`config.mk`:
```
export PLATFORM = sky130hd
export DESIGN_NAME = bts_lerp
export DESIGN_NICKNAME = d
export VERILOG_FILES = /design/src/design/bts_pkg.sv /design/src/design/bts_lerp.sv
export SDC_FILE = /design/constraint.sdc
export NUM_CORES = 2
export LEC_CHECK = 0
export BUFFER_PORTS_ARGS = -buffer_cell sky130_fd_sc_hd__buf_2
export CORE_ASPECT_RATIO = 1.5
export CORE_MARGIN = 1
export CORE_UTILIZATION = 45
export DETAILED_ROUTE_END_ITERATION = 7
export PLACE_DENSITY = 0.62
export SETUP_SLACK_MARGIN = 0.1
export SYNTH_ARGS = -nofsm -noshare
export SYNTH_HDL_FRONTEND = slang
export SYNTH_SLANG_ARGS = --single-unit
```
`constraint.sdc`:
```
create_clock -name clk -period 12.8 [get_ports clk]
set_clock_uncertainty 0.2 [all_clocks]
set_input_delay 1.28 -clock clk [delete_from_list [all_inputs] [get_ports clk]]
set_output_delay 1.28 -clock clk [all_outputs]
set_load 0.01 [all_outputs]
```
`src/design/bts_pkg.sv`:
```
package bts_pkg;

    localparam int TEX_ADDR_W = 16;
    localparam int TEXEL_W    = 32;
    localparam int COORD_W    = 16;
    localparam int SIZE_W     = 9;
    localparam int POS_W      = 8;
    localparam int FRAC_W     = 17;
    localparam int PROD_W     = COORD_W + SIZE_W;
    localparam int CHAN_W     = 8;
    localparam int NUM_TAPS   = 4;
    localparam int HORZ_W     = 27;
    localparam int RES_W      = 48;
    localparam int TEX_DEPTH  = 1 << TEX_ADDR_W;

    localparam logic [SIZE_W-1:0] MAX_WIDTH  = 9'd256;
    localparam logic [SIZE_W-1:0] MAX_HEIGHT = 9'd256;
    localparam logic [SIZE_W-1:0] MIN_SIZE   = 9'd2;

    // apb register index (paddr bit 2)
    localparam logic CFG_WIDTH_IDX  = 1'b0;
    localparam logic CFG_HEIGHT_IDX = 1'b1;

    // command codes
    localparam logic CMD_WRITE  = 1'b0;
    localparam logic CMD_SAMPLE = 1'b1;

    // four neighbor texels: 0 = (x,y), 1 = (x+1,y), 2 = (x,y+1), 3 = (x+1,y+1)
    typedef logic [NUM_TAPS-1:0][TEXEL_W-1:0] texel_quad_t;

    typedef enum logic [2:0] {
        S_IDLE,
        S_MUL,
        S_LOC,
        S_BASE,
        S_FETCH,
        S_WAIT,
        S_FILT
    } top_state_t;

    typedef enum logic [1:0] {
        L_IDLE,
        L_HORZ,
        L_VERT
    } lerp_state_t;

    typedef struct packed {
        logic finishing;
        logic done;
    } lerp_stat_t;

    function automatic logic [SIZE_W-1:0] clamp_size(input logic [SIZE_W-1:0] s,
                                                     input logic [SIZE_W-1:0] hi);
        logic [SIZE_W-1:0] r;
        if (s < MIN_SIZE) begin
            r = MIN_SIZE;
        end
        else if (s > hi) begin
            r = hi;
        end
        else begin
            r = s;
        end
        return r;
    endfunction

endpackage

```
`src/design/bts_lerp.sv`:
```
module bts_lerp
    import bts_pkg::*;
(
    input  logic                     clk,
    input  logic                     rst_n,
    input  logic                     go,
    input  texel_quad_t              quad,
    input  logic [FRAC_W-1:0]        fx,
    input  logic [FRAC_W-1:0]        fy,
    output lerp_stat_t               stat,
    output logic [TEXEL_W-1:0]       color
);

    lerp_state_t state_reg, state_next;
    logic [1:0]  ch_reg, ch_next;
    logic        done_reg, done_next;

    logic signed [HORZ_W-1:0] top_reg, bot_reg;
    logic [TEXEL_W-1:0]       color_reg;

    logic [4:0]              bsel;
    logic [CHAN_W-1:0]       p00, p01, p10, p11;
    logic signed [CHAN_W:0]  d_top, d_bot;
    logic signed [HORZ_W-1:0] top_c, bot_c;
    logic signed [HORZ_W:0]  vdiff;
    logic signed [RES_W-1:0] res;
    logic [CHAN_W-1:0]       chan_val;

    assign bsel = {ch_reg, 3'b000};
    assign p00  = quad[0][bsel +: CHAN_W];
    assign p01  = quad[1][bsel +: CHAN_W];
    assign p10  = quad[2][bsel +: CHAN_W];
    assign p11  = quad[3][bsel +: CHAN_W];

    // horizontal pass, q.16
    always_comb
    begin
        d_top = $signed({1'b0, p01}) - $signed({1'b0, p00});
        d_bot = $signed({1'b0, p11}) - $signed({1'b0, p10});
        top_c = $signed({3'b000, p00, 16'h0000}) + d_top * $signed({1'b0, fx});
        bot_c = $signed({3'b000, p10, 16'h0000}) + d_bot * $signed({1'b0, fx});
    end

    // vertical pass, q.32, then floor and saturate
    always_comb
    begin
        vdiff = $signed({bot_reg[HORZ_W-1], bot_reg}) - $signed({top_reg[HORZ_W-1], top_reg});
        res   = $signed({top_reg, 16'h0000}) + vdiff * $signed({1'b0, fy});
        if (res[RES_W-1]) begin
            chan_val = '0;
        end
        else if (|res[RES_W-2:40]) begin
            chan_val = 8'hFF;
        end
        else begin
            chan_val = res[39:32];
        end
    end

    always_comb
    begin
        state_next = state_reg;
        case (state_reg)
            L_IDLE:  if (go) state_next = L_HORZ;
            L_HORZ:  state_next = L_VERT;
            L_VERT:  state_next = (ch_reg == 2'd3) ? L_IDLE : L_HORZ;
            default: state_next = L_IDLE;
        endcase
    end

    always_comb
    begin
        ch_next   = ch_reg;
        done_next = 1'b0;
        case (state_reg)
            L_IDLE:  ch_next = '0;
            L_HORZ:  ch_next = ch_reg;
            L_VERT:
            begin
                ch_next   = ch_reg + 2'd1;
                done_next = (ch_reg == 2'd3);
            end
            default: ch_next = '0;
        endcase
    end

    always_ff @(posedge clk or negedge rst_n)
    begin
        if (!rst_n) begin
            state_reg <= L_IDLE;
            ch_reg    <= '0;
            done_reg  <= 1'b0;
        end
        else begin
            state_reg <= state_next;
            ch_reg    <= ch_next;
            done_reg  <= done_next;
        end
    end

    always_ff @(posedge clk)
    begin
        if (state_reg == L_HORZ) begin
            top_reg <= top_c;
            bot_reg <= bot_c;
        end
        if (state_reg == L_VERT) begin
            color_reg[bsel +: CHAN_W] <= chan_val;
        end
    end

    assign stat.finishing = (state_reg == L_VERT) && (ch_reg == 2'd3);
    assign stat.done      = done_reg;
    assign color          = color_reg;

    a_done_after_last: assert property (@(posedge clk) disable iff (!rst_n)
        done_reg |-> $past(state_reg) == L_VERT && $past(ch_reg) == 2'd3)
        else $error("lerp done without finishing last channel");

    a_go_when_idle: assert property (@(posedge clk) disable iff (!rst_n)
        go |-> state_reg == L_IDLE)
        else $error("lerp started while busy");

    a_done_single: assert property (@(posedge clk) disable iff (!rst_n)
        done_reg |=> !done_reg)
        else $error("lerp done held more than one cycle");

endmodule

```
==> impl_metrics.ini <==
[run_status]
outcome = finished, final reports clean

[floorplanning]
io_pins = 199
die_w_um = 224.1
row_count = 121
dieArea_um2 = 75130
coreArea_um2 = 72970
start_util_pct = 45.64
die_y_um = 335.2

[placed_design]
place_area_um2 = 35430
gp_congestion = 0.9193
place_hpwl_um = 69820
placed_cells = 4648
portBuffers = 198

[clocking]
post-cts-setup-buffers = 0
cts_resized = 0
cts-htree-levels = 3
clock_sinks = 91
cts_tree = built
numCtsBuffers = 9
clk_pin_slew_ns = 0.08
holdBufCountCts = 0
cts_root_buf = clkbuf_16
cts_buffer_depth = 2
clk_latency_ns = 0.36

[sta]
rsz0062_at_grt = no
fin_hold_ws_ns = 0.2945
finalCriticalPeriod_ns = 10.28
finalHoldViolations = 0
tns_ns = 0
relSlewSlack_pct = 22.42
setup_viol_count_final = 0
max_freq_mhz = 97.26
post-route-period-util_pct = 80.33
slew_violations = 0
worst_pin_slew_ns = 1.163

[yosys]
avgSynthCellArea_um2 = 9.361
syn_area_um2 = 33310
yosysTopAreaCellShare_pct = 43.33
synthesis.instances = 3558
netlist.top_cell.by_area = fa_1
syn-num-nets = 4738
ys_types = 76
ys_ff_latch = 91
synth_seq_area_share_pct = 8.129
synthFlopType = edfxtp_1
synth-edff-count = 86
synth-warning-count = 0
yosys-top-cells-area = fa_1, ha_1, inv_1, edfxtp_1, and2_1
synth-async-reset-ratio_pct = 5.495

[setup_path]
crit_top_cell = fa_1
worstSetupEndpointType = flip-flop
crit_required_ns = 12.72
startpoint_type = flip-flop
crit_buf_inv = 4
cp_slowest_stage_delay_ns = 0.68
crit_arrival_ns = 10.20
path_class = flip-flop to flip-flop
cp_max_fo = 17
slowest_stage = nor3_1
path_delay_family = adder cells

[route]
drc = 0
vias_per_cell = 5.106
wire_per_inst_um = 18.04
dr.pass1.iters = 5
initialDrtViolationCount = 962
wl_um = 84210
ant_nets = 0
num_vias = 23835

[layout]
stdcell_area_um2 = 35740
largest_reg_flops = 32
area_delta_synth_final_pct = 7.302
nNetsFinal = 4855
fillCellCount = 7034
stdcell_count = 4668
layout_common_cells = inv_1, fa_1, and2_1, nand2_1, ha_1
mostFrequentLayoutCell = inv_1
drive_above_1_share_pct = 8.913

[global_route]
grt_pass1_wl_um = 138900
antenna_found_initial = 3
grt_overflow = 0
grt_pass1_vias = 26790
track_usage_pct = 24.02
grt_max_degree = 57

[flow_run]
maxCapViolCount = 0

[min_path]
hold_path.class = flip-flop to flip-flop
## metal layers
layer | wire length [um] | part of all wire (%) | vias up | GRT usage [%]
met3 | 2293 | 2.7 | 185 | 1.374
met5 | 0 | 0 | - | 0
li1 | - | - | 10789 | -
met1 | 30150 | 36 | 12277 | 25.57
met4 | 4085 | 4.9 | 0 | 10.59
met2 | 47680 | 57 | 584 | 47.83
## cell type report
type,count,area (um2),share of cell area (%)
repair buffers,237,1284,3.592
flip-flops and latches,91,2709,7.579
multi-input cells,2407,26720,74.75
clock inverters,7,78.83,0.2205
clock buffers,9,225.2,0.6301
diodes,4,10.01,0.02801
inverters,929,3487,9.757
well taps,984,1231,3.445
## Yosys cell counts (3+ instances only)
| cell type | instances |
|---|---|
| buf_4 | 3 |
| clkbuf_1 | 115 |
| nor2b_1 | 44 |
| a221o_1 | 5 |
| or3_1 | 5 |
| buf_1 | 8 |
| nor2_1 | 87 |
| a21boi_0 | 4 |
| xnor2_1 | 64 |
| a21oi_1 | 79 |
| buf_2 | 4 |
| o21ai_0 | 30 |
| nand4_1 | 8 |
| nand3_1 | 24 |
| o211a_1 | 3 |
| dfrtp_1 | 5 |
| and3_1 | 11 |
| nor3_1 | 18 |
| o211ai_1 | 4 |
| ha_1 | 294 |
| a211o_1 | 3 |
| mux4_2 | 32 |
| nand2b_1 | 63 |
| o21bai_1 | 18 |
| a221oi_1 | 3 |
| edfxtp_1 | 86 |
| nor3_2 | 6 |
| inv_1 | 929 |
| or2_2 | 3 |
| o21a_1 | 10 |
| a21o_1 | 36 |
| a211oi_1 | 8 |
| fa_1 | 721 |
| a31oi_1 | 6 |
| a31o_2 | 4 |
| and2_1 | 381 |
| xor2_1 | 27 |
| nand2_1 | 360 |
## final timing paths
check | start | to | slack [ns] | cells after the start
min | state_reg[0] | state_reg[0] | 0.29 | 1
min in group asynchronous | rst_n | done_reg | 0.52 | 1
max reg2reg | top_reg[0] | color[6] | 2.52 | 33
max in group asynchronous | rst_n | ch_reg[0] | 11.72 | 1
min reg2reg | state_reg[0] | state_reg[0] | 0.29 | 1
max | top_reg[0] | color[6] | 2.52 | 33
## through the flow
step	util (%)	setup WS, ns
6_report	48.98	2.518
5_1_grt	48.97	1.972
4_1_cts	48.96	2.564
3_5_place_dp	48.55	2.585
3_3_place_gp	48.55	2.766
2_1_floorplan	-	3.805
## logic make-up (layout without fill, tap and decap cells)
logic type      count (synthesis)  in the layout  synth area share (%)
mux                            35             35                 2.258
simple gates                 1024           1024                 15.90
other cells                     0              4                     0
compound gates                241            241                 4.880
buf+inv                      1060           1182                 12.02
xor+xnor                       92             92                 2.442
fa+ha+maj                    1015           1015                 54.38
flops                          91             91                 8.129
## worst register-to-register path, delay by kind of cell (launching register included)
kind	cells	cell delay, ns
buf+inv	4	0.39
mux	1	0.26
flops	1	0.39
simple gates	6	1.58
xor+xnor	1	0.16
compound gates	12	2.99
fa+ha+maj	9	4.07
Power is left out: the tool's default activity adds up to more than one toggle a clock period on the data nets, which glitch-free logic cannot reach.
